==> src/tod_pkg.sv <==
// Shared types and constants for the tilt orientation debouncer.
// Used by the front, queue, back and top-level modules; no dependencies.
package tod_pkg;

	// Default widths for the top-level parameters
	localparam int ACCEL_BITS_DEF = 16;
	localparam int TIME_BITS_DEF  = 32;

	// Fixed register widths
	localparam int ROT_W    = 2;
	localparam int THRESH_W = 32;
	localparam int STABLE_W = 16;
	localparam int CFG_W    = 32;
	localparam int CFG_IDX_W = 2;

	// Decoupling queue depth
	localparam int QUEUE_DEPTH = 4;

	// Register indexes
	localparam logic [CFG_IDX_W-1:0] CFG_ROT_OFFSET = 2'd0;
	localparam logic [CFG_IDX_W-1:0] CFG_LEVEL_THR  = 2'd1;
	localparam logic [CFG_IDX_W-1:0] CFG_STABLE_MS  = 2'd2;
	localparam logic [CFG_IDX_W-1:0] CFG_BASELINE   = 2'd3;

	// Register reset values
	localparam logic [ROT_W-1:0]    ROT_OFFSET_RST = 2'd0;
	localparam logic [THRESH_W-1:0] LEVEL_THR_RST  = 32'd505892;
	localparam logic [STABLE_W-1:0] STABLE_MS_RST  = 16'd200;
	localparam logic [ROT_W-1:0]    BASELINE_RST   = 2'd0;

	// Rotation codes
	localparam logic [ROT_W-1:0] ROT_PORTRAIT   = 2'd0;
	localparam logic [ROT_W-1:0] ROT_LANDSCAPE  = 2'd1;
	localparam logic [ROT_W-1:0] ROT_INVERTED   = 2'd2;
	localparam logic [ROT_W-1:0] ROT_INV_LANDSC = 2'd3;

	// Live configuration seen by the datapath
	typedef struct packed {
		logic [ROT_W-1:0]    rot_offset;
		logic [THRESH_W-1:0] level_thr;
		logic [STABLE_W-1:0] persist_ms;
	} cfg_t;

	// Baseline load request toward the back part
	typedef struct packed {
		logic             load;
		logic [ROT_W-1:0] rot;
	} base_load_t;

endpackage

==> src/tod_front.sv <==
// Front part: takes samples, squares the axes, applies the dead zone and
// picks the quarter-turn candidate. Depends on tod_pkg.
module tod_front #(
	parameter int ACCEL_BITS = tod_pkg::ACCEL_BITS_DEF,
	parameter int TIME_BITS  = tod_pkg::TIME_BITS_DEF
) (
	input  logic                          clk,
	input  logic                          arst_n,
	input  tod_pkg::cfg_t                 cfg,
	input  logic                          in_valid,
	output logic                          in_ready,
	input  logic                          in_sample_valid,
	input  logic signed [ACCEL_BITS-1:0]  in_accel_x,
	input  logic signed [ACCEL_BITS-1:0]  in_accel_y,
	input  logic [TIME_BITS-1:0]          in_now_ms,
	input  logic [$clog2(tod_pkg::QUEUE_DEPTH+1)-1:0] q_level,
	output logic                          push,
	output logic [tod_pkg::ROT_W-1:0]     push_cand,
	output logic [TIME_BITS-1:0]          push_now
);
	import tod_pkg::*;

	localparam int MAG_W = ACCEL_BITS + 1;
	localparam int SQ_W  = 2 * ACCEL_BITS;
	localparam int CMP_W = (SQ_W > THRESH_W) ? SQ_W : THRESH_W;
	localparam int LVL_W = $clog2(QUEUE_DEPTH + 1);

	logic signed [MAG_W-1:0] xe, ye;
	logic [MAG_W-1:0]        mx, my;
	logic                    xp, yp;
	logic [ROT_W-1:0]        cand;
	logic [2*MAG_W-1:0]      sqx_full, sqy_full;
	logic                    accept;

	logic                    valid_s1;
	logic [SQ_W-1:0]         sqx_s1, sqy_s1;
	logic [ROT_W-1:0]        cand_s1;
	logic [TIME_BITS-1:0]    now_s1;
	logic [SQ_W-1:0]         sum;

	// Accept only when the queue can hold this item and the one in flight
	assign in_ready = ((LVL_W+1)'(q_level) + (LVL_W+1)'(valid_s1)) < (LVL_W+1)'(QUEUE_DEPTH);
	assign accept   = in_valid && in_ready;

	// Split each axis into magnitude and strict-positive flag
	always_comb begin
		xe = MAG_W'(in_accel_x);
		ye = MAG_W'(in_accel_y);
		mx = xe[MAG_W-1] ? unsigned'(-xe) : unsigned'(xe);
		my = ye[MAG_W-1] ? unsigned'(-ye) : unsigned'(ye);
		xp = !in_accel_x[ACCEL_BITS-1] && (in_accel_x != '0);
		yp = !in_accel_y[ACCEL_BITS-1] && (in_accel_y != '0);
		// Larger axis wins, a tie goes to Y
		if (mx > my) begin
			cand = xp ? ROT_INV_LANDSC : ROT_LANDSCAPE;
		end else begin
			cand = yp ? ROT_PORTRAIT : ROT_INVERTED;
		end
		sqx_full = mx * mx;
		sqy_full = my * my;
	end

	// Stage 1 valid: drop samples flagged unusable here
	always_ff @(posedge clk or negedge arst_n) begin
		if (!arst_n) begin
			valid_s1 <= 1'b0;
		end else begin
			valid_s1 <= accept && in_sample_valid;
		end
	end

	// Stage 1 payload
	always_ff @(posedge clk) begin
		if (accept) begin
			sqx_s1  <= sqx_full[SQ_W-1:0];
			sqy_s1  <= sqy_full[SQ_W-1:0];
			cand_s1 <= cand;
			now_s1  <= in_now_ms;
		end
	end

	// Dead zone: strictly below the threshold is dropped
	assign sum       = sqx_s1 + sqy_s1;
	assign push      = valid_s1 && (CMP_W'(sum) >= CMP_W'(cfg.level_thr));
	assign push_cand = cand_s1;
	assign push_now  = now_s1;

endmodule

==> src/tod_queue.sv <==
// Short FIFO between the front and back parts.
// Depends on tod_pkg for the depth.
module tod_queue #(
	parameter int WIDTH = 34
) (
	input  logic             clk,
	input  logic             arst_n,
	input  logic             push,
	input  logic [WIDTH-1:0] push_data,
	input  logic             pop,
	output logic             head_valid,
	output logic [WIDTH-1:0] head_data,
	output logic [$clog2(tod_pkg::QUEUE_DEPTH+1)-1:0] level
);
	import tod_pkg::*;

	localparam int AW    = $clog2(QUEUE_DEPTH);
	localparam int LVL_W = $clog2(QUEUE_DEPTH + 1);

	logic [WIDTH-1:0] mem [QUEUE_DEPTH];
	logic [AW-1:0]    wr_ptr_q, rd_ptr_q;
	logic [LVL_W-1:0] count_q;

	assign head_valid = (count_q != '0);
	assign head_data  = mem[rd_ptr_q];
	assign level      = count_q;

	// Store pushed entries
	always_ff @(posedge clk) begin
		if (push) begin
			mem[wr_ptr_q] <= push_data;
		end
	end

	// Advance pointers and occupancy
	always_ff @(posedge clk or negedge arst_n) begin
		if (!arst_n) begin
			wr_ptr_q <= '0;
			rd_ptr_q <= '0;
			count_q  <= '0;
		end else begin
			if (push) begin
				wr_ptr_q <= (wr_ptr_q == AW'(QUEUE_DEPTH - 1)) ? '0 : wr_ptr_q + 1'b1;
			end
			if (pop) begin
				rd_ptr_q <= (rd_ptr_q == AW'(QUEUE_DEPTH - 1)) ? '0 : rd_ptr_q + 1'b1;
			end
			if (push && !pop) begin
				count_q <= count_q + 1'b1;
			end else if (pop && !push) begin
				count_q <= count_q - 1'b1;
			end
		end
	end

endmodule

==> src/tod_back.sv <==
// Back part: candidate tracking, stability timer and result register.
// Depends on tod_pkg.
module tod_back #(
	parameter int TIME_BITS = tod_pkg::TIME_BITS_DEF
) (
	input  logic                      clk,
	input  logic                      arst_n,
	input  tod_pkg::cfg_t             cfg,
	input  tod_pkg::base_load_t       base,
	input  logic                      head_valid,
	input  logic [tod_pkg::ROT_W-1:0] head_cand,
	input  logic [TIME_BITS-1:0]      head_now,
	output logic                      pop,
	output logic                      out_valid,
	input  logic                      out_ready,
	output logic [tod_pkg::ROT_W-1:0] out_logical,
	output logic [tod_pkg::ROT_W-1:0] out_display
);
	import tod_pkg::*;

	logic [ROT_W-1:0]     applied_q, cand_q;
	logic [TIME_BITS-1:0] since_q;
	logic                 out_valid_q;
	logic [ROT_W-1:0]     logical_q, display_q;
	logic [TIME_BITS-1:0] elapsed;
	logic                 cand_same, fire;

	// Take an entry whenever the result register is free or draining
	assign pop = head_valid && (!out_valid_q || out_ready);

	// A changed candidate restarts the timer, so it can never fire this step
	assign cand_same = (head_cand == cand_q);
	assign elapsed   = head_now - since_q;
	assign fire      = pop && cand_same && (head_cand != applied_q)
		&& (elapsed > TIME_BITS'(cfg.persist_ms));

	// Orientation state
	always_ff @(posedge clk or negedge arst_n) begin
		if (!arst_n) begin
			applied_q <= BASELINE_RST;
			cand_q    <= BASELINE_RST;
			since_q   <= '0;
		end else if (base.load) begin
			applied_q <= base.rot;
			cand_q    <= base.rot;
		end else if (pop) begin
			if (!cand_same) begin
				cand_q  <= head_cand;
				since_q <= head_now;
			end
			if (fire) begin
				applied_q <= head_cand;
			end
		end
	end

	// Result valid
	always_ff @(posedge clk or negedge arst_n) begin
		if (!arst_n) begin
			out_valid_q <= 1'b0;
		end else if (fire) begin
			out_valid_q <= 1'b1;
		end else if (out_ready) begin
			out_valid_q <= 1'b0;
		end
	end

	// Result payload
	always_ff @(posedge clk) begin
		if (fire) begin
			logical_q <= head_cand;
			display_q <= head_cand + cfg.rot_offset;
		end
	end

	assign out_valid   = out_valid_q;
	assign out_logical = logical_q;
	assign out_display = display_q;

endmodule

==> src/tilt_orientation_debouncer_core.sv <==
// Tilt orientation debouncer, top level.
// Throughput: one sample per cycle while s_tready is high. A result reaches
// m_tvalid through the square stage, the queue and the result register.
// Backpressure on the result port stalls input once the 4-entry queue and the
// square stage together hold four samples.
// Reset (arst_n, asynchronous): registers take their defaults, applied and
// candidate rotation take the reset baseline, the queue and result are empty.
module tilt_orientation_debouncer_core #(
	parameter int ACCEL_BITS = tod_pkg::ACCEL_BITS_DEF,
	parameter int TIME_BITS  = tod_pkg::TIME_BITS_DEF
) (
	input  logic                            clk,
	input  logic                            arst_n,
	input  logic                            cfg_we,
	input  logic [tod_pkg::CFG_IDX_W-1:0]   cfg_index,
	input  logic [tod_pkg::CFG_W-1:0]       cfg_data,
	input  logic                            s_tvalid,
	output logic                            s_tready,
	// accel_x, accel_y, now_ms, zero fill
	input  logic [((2*ACCEL_BITS+TIME_BITS+7)/8)*8-1:0] s_tdata,
	// sample_valid
	input  logic [0:0]                      s_tuser,
	output logic                            m_tvalid,
	input  logic                            m_tready,
	// logical_rotation, display_rotation, zero fill
	output logic [7:0]                      m_tdata
);
	import tod_pkg::*;

	localparam int QW = ROT_W + TIME_BITS;

	cfg_t                  cfg_q;
	base_load_t            base;
	logic                  push, pop, head_valid;
	logic [ROT_W-1:0]      push_cand, out_logical, out_display;
	logic [TIME_BITS-1:0]  push_now;
	logic [QW-1:0]         head_data;
	logic [$clog2(QUEUE_DEPTH+1)-1:0] q_level;

	// Configuration registers
	always_ff @(posedge clk or negedge arst_n) begin
		if (!arst_n) begin
			cfg_q.rot_offset <= ROT_OFFSET_RST;
			cfg_q.level_thr  <= LEVEL_THR_RST;
			cfg_q.persist_ms <= STABLE_MS_RST;
		end else if (cfg_we) begin
			case (cfg_index)
				CFG_ROT_OFFSET: cfg_q.rot_offset <= cfg_data[ROT_W-1:0];
				CFG_LEVEL_THR:  cfg_q.level_thr  <= cfg_data[THRESH_W-1:0];
				CFG_STABLE_MS:  cfg_q.persist_ms <= cfg_data[STABLE_W-1:0];
				default: ;
			endcase
		end
	end

	// Baseline write reloads the orientation state in the back part
	assign base.load = cfg_we && (cfg_index == CFG_BASELINE);
	assign base.rot  = cfg_data[ROT_W-1:0];

	tod_front #(
		.ACCEL_BITS(ACCEL_BITS),
		.TIME_BITS (TIME_BITS)
	) u_front (
		.clk            (clk),
		.arst_n         (arst_n),
		.cfg            (cfg_q),
		.in_valid       (s_tvalid),
		.in_ready       (s_tready),
		.in_sample_valid(s_tuser[0]),
		.in_accel_x     (s_tdata[ACCEL_BITS-1:0]),
		.in_accel_y     (s_tdata[2*ACCEL_BITS-1:ACCEL_BITS]),
		.in_now_ms      (s_tdata[2*ACCEL_BITS+TIME_BITS-1:2*ACCEL_BITS]),
		.q_level        (q_level),
		.push           (push),
		.push_cand      (push_cand),
		.push_now       (push_now)
	);

	tod_queue #(
		.WIDTH(QW)
	) u_queue (
		.clk       (clk),
		.arst_n    (arst_n),
		.push      (push),
		.push_data ({push_now, push_cand}),
		.pop       (pop),
		.head_valid(head_valid),
		.head_data (head_data),
		.level     (q_level)
	);

	tod_back #(
		.TIME_BITS(TIME_BITS)
	) u_back (
		.clk        (clk),
		.arst_n     (arst_n),
		.cfg        (cfg_q),
		.base       (base),
		.head_valid (head_valid),
		.head_cand  (head_data[ROT_W-1:0]),
		.head_now   (head_data[QW-1:ROT_W]),
		.pop        (pop),
		.out_valid  (m_tvalid),
		.out_ready  (m_tready),
		.out_logical(out_logical),
		.out_display(out_display)
	);

	assign m_tdata = {4'b0000, out_display, out_logical};

endmodule
==> config.mk <==
export PLATFORM = sky130hd
export DESIGN_NAME = tilt_orientation_debouncer_core
export DESIGN_NICKNAME = d
export VERILOG_FILES = /design/src/tod_pkg.sv /design/src/tod_front.sv /design/src/tod_queue.sv /design/src/tod_back.sv /design/src/tilt_orientation_debouncer_core.sv
export SDC_FILE = /design/constraint.sdc
export NUM_CORES = 1
export LEC_CHECK = 0
export ABC_AREA = 1
export CAP_MARGIN = 20
export CORE_MARGIN = 8
export CORE_UTILIZATION = 40
export CTS_CLUSTER_DIAMETER = 200
export DETAILED_ROUTE_END_ITERATION = 12
export DONT_BUFFER_PORTS = 1
export GPL_TIMING_DRIVEN = 0
export PLACE_DENSITY_LB_ADDON = 0.05
export REMOVE_ABC_BUFFERS = 1
export SLEW_MARGIN = 5
export SYNTH_ARGS = -nofsm -noshare
export SYNTH_HDL_FRONTEND = slang
export SYNTH_SLANG_ARGS = --single-unit
==> constraint.sdc <==
create_clock -name clk -period 9 [get_ports clk]
set_input_delay 0 -clock clk [delete_from_list [all_inputs] [get_ports clk]]
set_output_delay 0 -clock clk [all_outputs]
set_load 0.005 [all_outputs]
Yosys cells after proc, flatten, opt, wreduce, memory -nomap -nowiden
Memories as Yosys holds them, arrays and structs flattened.
Cells that the tools add are included.
W data, S select, Z words.
Word-level totals
  RAM bits: 136
  flip-flop bits (word level): 197
  memories: 1
  input bits: 104
  word-level logic and storage cells: 95
  output and inout port bits: 10
Cells by class
  muxes and demuxes: 19
  bitwise gates (word level): 2
  reductions and logical operators: 32
  equal/unequal tests: 8
  order comparisons: 4
  $add $sub $neg: 10
  multipliers: 2
Memories
  u_queue.mem: words 4, width 34, rd ports 1, clocked after memory_dff 0, wr ports 1, RTL line tod_queue.sv:20  | logic [WIDTH-1:0] mem [QUEUE_DEPTH];
Operators by type and width (count)
  $mul A17 B17 Y32: 2
  $mux W17: 2
  $neg A16 Y17: 2
  $add A32 B32 Y32: 1
  $ge A32 B32 Y1: 1
  $gt A32 B16 Y1: 1
  $reduce_bool A16 Y1: 2
  $sub A32 B32 Y32: 1
  $mux W2: 11
  $gt A17 B17 Y1: 1
  $logic_and A1 B1 Y1: 12
  $reduce_and A2 Y1: 5
  $eq A2 B2 Y1 const B: 4
  $reduce_bool A2 Y1: 4
  $mux W3: 2
  $logic_not A1 Y1: 5
  $add A2 B1 Y2 const B: 2
  $add A3 B1 Y4: 1
  $lt A4 B3 Y1 const B: 1
  $mux W1: 4
  $add A3 B1 Y3 const B: 1
  $reduce_and A3 Y1: 1
  $reduce_bool A3 Y1: 1
  $sub A3 B1 Y3 const B: 1
  8 further kinds: 9

Depth between registers and ports, before layout
Gate-level depths: netlist (run 1).
  word-level depth: 9
  depth in mapped cells: 39
  mapped depth without buffers: 37

By module
Synthesis (run 1) repeated with hierarchy kept, for this count alone.
Second synthesis, totals
  cells, all modules: 4137
  area total of the unflattened synthesis: 35222.5 um2
Modules (own cells, without submodules)
  tod_front: cells each 2664, instances 1, area each 22459.0 um2, seq. area each 2907.8 um2
  tod_queue: cells each 449, instances 1, area each 5895.7 um2, seq. area each 4259.1 um2
  tod_back: cells each 791, instances 1, area each 4674.5 um2, seq. area each 1046.0 um2
  tilt_orientation_debouncer_core: cells each 233, instances 1, area each 2193.4 um2, seq. area each 1266.2 um2

Least setup slack after synthesis (run 1)
OpenSTA, ideal clock, no wires.
  kind: input to register
  from: in s_tdata[0]
  to: reg u_front.sqx_s1[30] (data pin)
  data required time: 8.738 ns
  buffers on the path: 2
  cell stages on the path: 32
  data arrival time: 6.401 ns
  path slack: 2.337 ns
  library setup time: 0.262 ns
  cells stage by stage: inv_1 > clkbuf_1 > ha_1 > inv_1 > nor2_1 > nand2_1 > nor3_2 > nand2_1 > inv_2 > nand2_2 > o21ai_2 > xor2_1 > buf_2 > nand2_1 > fa_1 > inv_1 > fa_1 > fa_1 > fa_1 > fa_1 > inv_1 > fa_1 > inv_1 > ha_1 > nand2_1 > nor4_1 > nand4_1 > nand3_1 > nand2_1 > o211ai_1 > a21oi_1 > xor2_1
On the way
  word-level cells in the longest chain between the ends: 3
Ends and longest elaborated chain
  start, declared: RTL line tilt_orientation_debouncer_core.sv:20  | input logic [((2*ACCEL_BITS+TIME_BITS+7)/8)*8-1:0] s_tdata,
  $neg A16 Y17: RTL line tod_front.sv:49  | mx = xe[MAG_W-1] ? unsigned'(-xe) : unsigned'(xe);
  $mux W17 (*): RTL line tod_front.sv:49
  $mul A17 B17 Y32 (*): RTL line tod_front.sv:59  | sqx_full = mx * mx;
  named net u_front.sqx_full[30]: RTL line tod_front.sv:32  | logic [2*MAG_W-1:0] sqx_full, sqy_full;
  end signal, assigned: RTL line tod_front.sv:75  | sqx_s1 <= sqx_full[SQ_W-1:0];
  end, declared: RTL line tod_front.sv:36  | logic [SQ_W-1:0] sqx_s1, sqy_s1;
The timed path passes the listed nets; every way through them passes the cells marked *.
A chain may end at the register's enable or synchronous reset.

Worst setup path after layout (run 1)
Same ends and word-level chain as after synthesis.

==> results of run 1 <==
[metrics by stage]
stage,std cells,setup WS (ps),area [sq um],utilization
2_1_floorplan,3878,2240,33800,-
3_3_place_gp,5012,335,35200,0.420
3_5_place_dp,5024,788,35500,0.424
4_1_cts,5186,1340,37700,0.450
5_1_grt,5189,903,37700,0.451
6_report,5190,1310,37700,0.451
[repair_timing]
action                                  CTS  global route
endpoints found under the setup margin    0             0
hold endpoints to repair                202             5
hold buffers                             94             2
[cells by family after synthesis]
| family | count (synthesis) | share of synthesized area |
|---|---|---|
| buf+inv | 985 | 0.111 |
| other cells | 2 | 0.000222 |
| fa+ha+maj | 710 | 0.348 |
| flops | 331 | 0.280 |
| xor+xnor | 124 | 0.0326 |
| compound gates | 478 | 0.0772 |
| simple gates | 1249 | 0.151 |
[registers in the layout, indices dropped and copies added (netlist names)]
signal              cells
u_back.out_valid        1
u_back.applied_q        2
u_queue.mem           136
u_front.sqx_s1         31
u_front.sqy_s1         31
u_front.push_cand       2
u_queue.level           3
u_back.cand_q           2
u_front.push_now       32
u_back.since_q         32
u_queue.wr_ptr_q        2
cfg_q                  50
u_back.out_logical      2
u_queue.rd_ptr_q        2
u_front.valid_s1        1
u_back.out_display      2
[layer usage]
| layer | routed length, um | track usage | vias to the layer above | part of all wire |
|---|---|---|---|---|
| met5 | 13 | 0 | - | 0.00015 |
| met4 | 1720 | 0.0409 | 2 | 0.020 |
| met3 | 2450 | 0.0182 | 75 | 0.028 |
| met2 | 44000 | 0.342 | 315 | 0.50 |
| met1 | 39000 | 0.245 | 11815 | 0.45 |
| li1 | - | - | 12272 | - |
[worst min-delay path, delay by kind of cell]
family	cells	cell delay, ps
simple gates	2	220
compound gates	1	130
[placed cells by master (no fill, tap or decap), drive strengths merged, types with 2 or more instances in the layout]
cell and n:
a21boi 6, a21o 12, a21oi 165, a221oi 3, a31oi 6, and2 2, and3 2, buf 14
bufinv 4, clkbuf 41, clkinv 20, clkinvlp 5, conb 74, dfrtp 83, dfstp 12, dlygate4sd3 95
edfxtp 236, fa 382, ha 328, inv 910, nand2 713, nand3 95, nand3b 7, nand4 22
nor2 356, nor3 29, nor4 11, o211ai 5, o21a 12, o21ai 217, o21bai 8, o221ai 2
o22ai 30, o31ai 4, or2 9, xnor2 32, xor2 92
[path summary, 6_finish.rpt]
check	slack (ps)	end	start
max	1310	u_front.sqx_s1[30]	s_tdata[0]
min	20	u_front.push_cand[1]	s_tdata[30]
max reg2reg	3190	u_back.out_logical[1]	u_queue.rd_ptr_q[1]
min reg2reg	480	cfg_q[14]	cfg_q[14]
max in group asynchronous	8500	cfg_q[31]	arst_n
min in group asynchronous	90	u_back.since_q[9]	arst_n
[cell type report]
| type | instances | area share |
|---|---|---|
| Multi-Input combinational cell | 2635 | 0.554 |
| Clock buffer | 41 | 0.0260 |
| Tap cell | 1134 | 0.0376 |
| Antenna cell | 1 | 0.0000663 |
| Inverter | 912 | 0.0909 |
| Sequential cell | 331 | 0.251 |
| Timing Repair Buffer | 109 | 0.0326 |
| Clock inverter | 27 | 0.00736 |
==> metrics.yaml, run 1 <==
outcome:
  outcome: "completed"
critical_path:
  cp_common_cell: "fa_1"
  crit_slowest_cell: "xor2_2"
  worst_setup_path_start_kind: "input pin"
  crit_arrival_ps: 7970
  crit_type: "in2reg"
  required_ps: 9280
  crit_path_end_kind: "flop"
  critPathMaxFanout: 15
  r2r_cells: 27
  worst-path-buf-inv: 6
  slowest_delay_ps: 730
  cp.depth: 30
  path_delay_family: "adder cells"
sta:
  fmax_mhz: 130
  holdWs_ps: 19.0
  period_share: 0.855
  rsz0062_at_grt: "no"
  setup_viol: 0
  layout_min_cycle_time_ps: 7690
  setup-tns-final_ps: 0
  drv_slew: 0
  finalClockSkew_ps: 29.7
  final-hold-violation-count: 0
  worstMarginPinSlew_ps: 1080
  maxSlewHeadroom: 0.275
route:
  vias_per_cell: 4.72
  ant_nets: 0
  totalWireLength_um: 87100
  routedWlPerCell_um: 16.8
  via_count: 24479
  drc: 0
  initialDrtViolationCount: 1087
  drtPass1Iterations: 5
floorplanning:
  rows: 106
  start_util: 0.404
  die_h_um: 307
  core-area_sq_mm: 0.0837
  die_w_um: 307
  io_pins: 114
  fp.dieArea_sq_mm: 0.0941
clock_network:
  clkLatencyLatePin_ps: 570
  cts_sinks: 331
  htree_levels: 2
  cts_tree: "done"
  cts_setup_buffers: 0
  root_buffer: "clkbuf_16"
  numCtsBuffers: 37
  cts_resized: 0
  path_clk_slew_ps: 60
  clock_path_buffers: 3
synth:
  synth_edf_count: 236
  synth.most_common_cell: "inv_1"
  synth_cell_types: 62
  synth_ff_type: "edfxtp_1"
  yosys-top-cells-area: "fa_1 (23%), edfxtp_1 (21%), ha_1 (12%)"
  avgSynthCellArea_sq_um: 8.71
  synth_top_area_cell: "fa_1"
  synthArstFlopShare: 0.287
  syn-cell-area_sq_mm: 0.0338
  yosys.area.top_type_share: 0.226
  synth.yosys.seq_area_share: 0.280
  synth_warnings: 0
  postSynthCellCount: 3879
  ys_ff_latch: 331
  yosys-top-cells-count: "inv_1 (899), nand2_1 (707), fa_1 (382), nor2_1 (350), ha_1 (328)"
placement:
  io_buffers: 0
  gp_congestion: 0.880
  dp_hpwl_um: 70800
worst_hold_path:
  worstHoldPathType: "in2reg"
  worstHoldPathCells: 3
global_route:
  grt.overflow.total: 0
  antenna_found_initial: 3
  grt_max_degree: 96
  grt_usage: 0.189
  grt_first_pass_wirelength_um: 141000
  grt_pass1_vias: 25280
cells_and_area:
  area_growth_syn_to_layout_pct: 11.6
  fill_cells: 8385
  seq_area_sq_mm: 0.00948
  drive_gt1_frac: 0.0345
  multi_input_area_sq_mm: 0.0209
  fin_nets: 4840
job:
  drv_cap: 0
Power of run 1 is not shown: default switching activity piles up to over one toggle a cycle in this logic, so the estimate is an artifact.
==> run 2: changes to the inputs <==
--- a/config.mk
+++ b/config.mk
@@ -8,7 +8,7 @@
 export ABC_AREA = 1
 export CAP_MARGIN = 20
 export CORE_MARGIN = 8
-export CORE_UTILIZATION = 40
+export CORE_UTILIZATION = 45
 export CTS_CLUSTER_DIAMETER = 200
 export DETAILED_ROUTE_END_ITERATION = 12
 export DONT_BUFFER_PORTS = 1
==> run 2 against run 1 <==
  * Via count down 0.26%
  * Critical path depth stayed put
  * Non-clock buffer count decreased by 7
  * Final cell count down 3.3%
  * Global-route usage up 1.2 points
  * Clock skew hardly changed
  * Cell area shrank 0.87%
  * First-iteration DRC count decreased by 0.55%
  * Fmax grew 2.9%
  * Sequential cell count is the same
  * Critical path type unchanged
==> metrics.yaml, run 2 (synthesized netlist as in run 1, its figures left out) <==
outcome:
  outcome: "completed"  # unchanged
sta:
  setup_viol: 0  # unchanged
  setup-tns-final_ps: 0  # unchanged
  worstMarginPinSlew_ps: 904  # was 1080 ps
  final-hold-violation-count: 0  # unchanged
  fmax_mhz: 134  # was 130 MHz
  finalClockSkew_ps: 29.4  # was 29.7 ps
  drv_slew: 0  # unchanged
  rsz0062_at_grt: "no"  # unchanged
  maxSlewHeadroom: 0.397  # was 0.275
  layout_min_cycle_time_ps: 7480  # was 7690 ps
  period_share: 0.831  # was 0.855
global_route:
  grt_max_degree: 96  # unchanged
  grt_pass1_vias: 25600  # was 25280
  top_usage_layer: "met2"  # unchanged
  grt.overflow.total: 0  # unchanged
  met1_usage: 0.246  # was 0.245
  grt_first_pass_wirelength_um: 136000  # was 141000 um
  grt_usage: 0.201  # was 0.189
  grt_util_met2: 0.374  # was 0.342
  antenna_found_initial: 1  # was 3
  grt_use_met3: 0.0235  # was 0.0182
clock_network:
  path_clk_slew_ps: 60  # about the same
  numCtsBuffers: 38  # was 37
  root_buffer: "clkbuf_16"  # unchanged
  cts_resized: 0  # unchanged
  cts_tree: "done"  # unchanged
  cts_setup_buffers: 0  # unchanged
  cts_sinks: 331  # unchanged
  clock_path_buffers: 3  # unchanged
  htree_levels: 2  # unchanged
  clkLatencyLatePin_ps: 560  # was 570 ps
cells_and_area:
  reg.largest.list: "u_queue.mem x136, cfg_q x50"  # unchanged
  largest_register_ff_count: 136  # unchanged
  drive_gt1_frac: 0.0333  # was 0.0345
  top_register: "u_queue.mem"  # unchanged
  final_common_cell: "inv_1"  # unchanged
  area_growth_syn_to_layout_pct: 10.6  # was 11.6%
  fill_cells: 7172  # was 8385
  fin_nets: 4834  # was 4840
  layout_common_cells: "inv_1 (899), nand2_1 (707), fa_1 (382), nor2_1 (345), ha_1 (328)"  # unchanged
route:
  routedWlPerCell_um: 16.5  # was 16.8 um
  via_count: 24416  # was 24479
  totalWireLength_um: 83000  # was 87100 um
  drc: 0  # unchanged
  ant_nets: 0  # unchanged
  drtPass1Iterations: 5  # unchanged
  initialDrtViolationCount: 1081  # was 1087
  vias_per_cell: 4.86  # was 4.72
critical_path:
  cp.depth: 30  # unchanged
  crit_arrival_ps: 7770  # was 7970 ps
  r2r_cells: 29  # was 27
  crit_slowest_cell: "fa_1"  # was xor2_2
  worst_setup_path_start_kind: "input pin"  # unchanged
  worst-path-buf-inv: 6  # unchanged
  critPathMaxFanout: 15  # unchanged
  slowest_delay_ps: 550  # was 730 ps
  required_ps: 9290  # was 9280 ps
  reg2reg_from: "u_queue.rd_ptr_q[0]"  # was u_queue.rd_ptr_q[1]
  crit_path_end_kind: "flop"  # unchanged
  critPathLaunch: "s_tdata[0]"  # unchanged
  crit_type: "in2reg"  # unchanged
  path_delay_family: "adder cells"  # unchanged
floorplanning:
  die_h_um: 290  # was 307 um
  rows: 100  # was 106
  core-area_sq_mm: 0.0744  # was 0.0837 sq mm
  die_w_um: 290  # was 307 um
  io_pins: 114  # unchanged
  fp.dieArea_sq_mm: 0.0841  # was 0.0941 sq mm
  start_util: 0.454  # was 0.404
placement:
  io_buffers: 0  # unchanged
  dp_hpwl_um: 67200  # was 70800 um
  gp_congestion: 0.879  # was 0.880
job:
  drv_cap: 0  # unchanged
worst_hold_path:
  worstHoldPathType: "in2async"  # was in2reg
run 2: final timing paths:
| path | slack (ps) | end |
|---|---|---|
| worst max-delay path | 1520 | u_front.sqx_s1[30] |
| worst min-delay path | 40 | u_back.since_q[25] |
| worst max register to register | 3050 | u_back.out_logical[0] |
| worst min register to register | 480 | u_queue.mem[3][0] |
| max in group asynchronous | 8470 | u_queue.rd_ptr_q[0] |
| min in group clk | 60 | cfg_q[34] |
run 2: stage by stage:
step | util | instances | hold WS (ps) | cell area, sq um | worst slack [ps]
6_report | 0.502 | 5021 | 44.1 | 37400 | 1520
5_1_grt | 0.502 | 5019 | 42.8 | 37400 | 1100
3_3_place_gp | 0.470 | 4847 | -289 | 35000 | 459
2_1_floorplan | - | 3878 | -296 | 33800 | 2240
4_1_cts | 0.502 | 5016 | 20.7 | 37400 | 1480
3_5_place_dp | 0.474 | 4859 | -288 | 35300 | 916
run 2: worst register-to-register path, delay by kind of cell, from the launching register on:
kind	cells	cell delay, ps
AOI/OAI and AO/OA	1	210
xor gates and xnor gates	1	200
adders and majority gates	3	930
buffers and inverters	5	1060
DFF	1	840
and+or+nand+nor	19	2460
run 2: repair_timing:
item / in CTS / in global routing
endpoints found under the hold margin: 207 / 16
hold buffers: 87 / 2
endpoints found under the setup margin: 0 / 0
run 2: final cells by class:
class / count / area, sq um / share of cell area
Antenna cell: 2 / 5.00 / 0.000134
Clock buffer: 48 / 1010 / 0.0270
Clock inverter: 22 / 191 / 0.00512
Inverter: 912 / 3430 / 0.0917
Multi-Input combinational cell: 2635 / 20900 / 0.559
Sequential cell: 331 / 9480 / 0.254
Tap cell: 969 / 1210 / 0.0324
Timing Repair Buffer: 102 / 1160 / 0.0311
run 2: routing by layer:
layer  routed length [um]  share of wire  up-vias
li1                     -              -    12296
met1                35700           0.43    11722
met2                42800           0.52      303
met3                 2430          0.029       95
met4                 2080          0.025        0
met5                    0              0        -
Power of run 2 is left out for the same reason.
==> run 3: changes to the inputs <==
==> constraint.sdc (replaced) <==
create_clock -name clk -period 6.2 [get_ports clk]
set_input_delay 0 -clock clk [delete_from_list [all_inputs] [get_ports clk]]
set_output_delay 0 -clock clk [all_outputs]
set_load 0.005 [all_outputs]
==> run 3 against run 2 <==
  * Sequential share of layout area fell by 0.90 points
  * Sequential cell count is the same
  * Wire length increased by 2.3%
  * Non-clock buffer count is 80 higher
  * Worst hold slack gained 4.8 ps
  * Critical endpoint is now u_front.sqx_s1[29]
  * Via count grew 1.8%
  * Critical path type unchanged
  * Clock skew fell by 0.85 ps
  * Final cell count is 1.7% higher
  * Global-route usage grew 0.079 points
  * Register-to-register slack worse by 2600 ps
  * Critical path depth did not move
==> metrics.yaml, run 3 (synthesized netlist as in run 1, its figures left out) <==
outcome:
  outcome: "completed"  # unchanged
floorplanning:
  core-area_sq_mm: 0.0744  # unchanged
  die_w_um: 290  # unchanged
  die_h_um: 290  # unchanged
  fp.dieArea_sq_mm: 0.0841  # unchanged
  start_util: 0.454  # unchanged
  io_pins: 114  # unchanged
  rows: 100  # unchanged
global_route:
  grt_usage: 0.202  # was 0.201
  grt_max_degree: 96  # unchanged
  grt_pass1_vias: 25765  # was 25600
  antenna_found_initial: 1  # unchanged
  grt_first_pass_wirelength_um: 137000  # was 136000 um
  grt.overflow.total: 0  # unchanged
clock_network:
  numCtsBuffers: 38  # unchanged
  clkLatencyLatePin_ps: 560  # about the same
  cts_tree: "done"  # unchanged
  clock_path_buffers: 3  # unchanged
  path_clk_slew_ps: 50  # was 60 ps
  htree_levels: 2  # unchanged
  cts_sinks: 331  # unchanged
  root_buffer: "clkbuf_16"  # unchanged
cells_and_area:
  drive_gt1_frac: 0.0847  # was 0.0333
  largest_register_ff_count: 136  # unchanged
  fin_nets: 4918  # was 4834
  final_util: 0.521  # was 0.502
  layout_common_cells: "inv_1 (870), nand2_1 (672), fa_1 (375), nor2_1 (327), ha_1 (311)"  # was inv_1 (899), nand2_1 (707), fa_1 (382), nor2_1 (345), ha_1 (328)
  top_register: "u_queue.mem"  # unchanged
  final_common_cell: "inv_1"  # unchanged
  reg.largest.list: "u_queue.mem x136, cfg_q x50"  # unchanged
  fill_cells: 7087  # was 7172
  area_growth_syn_to_layout_pct: 14.8  # was 10.6%
sta:
  period_share: 0.965
  setup-tns-final_ps: 0  # unchanged
  finalClockSkew_ps: 28.5  # was 29.4 ps
  drv_slew: 0  # unchanged
  maxSlewHeadroom: 0.358  # was 0.397
  layout_min_cycle_time_ps: 5990
  fmax_mhz: 167
  setup_viol: 0  # unchanged
  worstMarginPinSlew_ps: 953  # was 904 ps
  final-hold-violation-count: 0  # unchanged
route:
  vias_per_cell: 4.87  # was 4.86
  totalWireLength_um: 84900  # was 83000 um
  initialDrtViolationCount: 1212  # was 1081
  drc: 0  # unchanged
  ant_nets: 0  # unchanged
  routedWlPerCell_um: 16.6  # was 16.5 um
  drtPass1Iterations: 5  # unchanged
  via_count: 24851  # was 24416
critical_path:
  slowest_delay_ps: 550  # about the same
  critPathMaxFanout: 6  # was 15
  crit_arrival_ps: 6280  # was 7770 ps
  crit_path_end_kind: "flop"  # unchanged
  worst_setup_path_start_kind: "input pin"  # unchanged
  regToRegSetupSlack_ps: 450  # was 3050 ps
  crit_slowest_cell: "fa_1"  # unchanged
  reg2reg_from: "u_queue.rd_ptr_q[0]"  # unchanged
  cp_common_cell: "fa_1"
  required_ps: 6500  # was 9290 ps
  r2r_cells: 28  # was 29
  crit_type: "in2reg"  # unchanged
  r2r-end: "u_back.out_logical[0]"  # unchanged
worst_hold_path:
  worstHoldPathType: "in2async"  # unchanged
job:
  drv_cap: 0  # unchanged
placement:
  dp_hpwl_um: 67200  # unchanged
  io_buffers: 0  # unchanged
  gp_congestion: 0.879  # unchanged
[run 3: cell count changes in the layout (fill, tap and decap cells not counted), sizes merged]
cell / change
clkinvlp: +15
dlygate4sd3: +2
buf: +78
clkinv: +1
nand2: +3
diode: -1
inv: -15
[run 3: area by class of cell]
cell class / count / area [sq um] / area share
antenna: 1 / 2.50 / 0.0000645
clock buffer: 48 / 1010 / 0.0260
clock inverter: 22 / 191 / 0.00494
inverter: 912 / 3520 / 0.0906
multi-input combinational: 2638 / 21500 / 0.555
sequential: 331 / 9490 / 0.245
tap: 969 / 1210 / 0.0313
timing repair buffer: 182 / 1850 / 0.0476
timing repair inverter: 1 / 6.26 / 0.000161
[run 3: metal layers]
| metal | global-route usage | part of all wire |
|---|---|---|
| met1 | 0.247 | 0.43 |
| met2 | 0.376 | 0.52 |
| met4 | 0.0486 | 0.025 |
| met5 | 0 | 0 |
| met3 | 0.0227 | 0.029 |
[run 3: metrics by stage]
step	instances	instance area (sq um)	worst slack, ps	hold slack [ps]
after floorplan	3878	33800	-564	-296
after global placement	4847	35000	-2340	-289
after detailed placement	4859	35300	-1880	-288
after CTS	5043	37800	-51.4	20.7
after global routing	5103	38800	-51.6	42.8
final	5104	38800	214	48.9
[run 3: timing repair]
action | 4_1_cts | 5_1_grt
buffers inserted | 25 | 53
endpoints found under the setup margin | 39 | 38
hold buffers | 89 | 2
resized for setup | 52 | 148
pin swaps | 4 | 57
endpoints found under the hold margin | 207 | 16
gates cloned | 0 | 4
[run 3: critical path, delay by kind of cell]
family,cells,cell delay [ps]
AOI/OAI and AO/OA,1,120
xor gates and xnor gates,1,150
adders and majority gates,7,3280
buffers and inverters,6,480
and+or+nand+nor,15,2240
[run 3: how the worst max path moves through the flow]
stage / slack, ps / start / to / depth (start not counted)
2_1_floorplan: -560 / s_tdata[0] / u_front.sqx_s1[30] / 30
3_3_place_gp: -2340 / s_tdata[0] / u_front.sqx_s1[30] / 30
3_5_place_dp: -1880 / s_tdata[0] / u_front.sqx_s1[30] / 30
4_1_cts: -50 / s_tdata[0] / u_front.sqx_s1[30] / 31
5_1_grt: -50 / s_tdata[0] / u_front.sqx_s1[29] / 30
6_report: 210 / s_tdata[0] / u_front.sqx_s1[29] / 30
Power of run 3 is left out for the same reason.
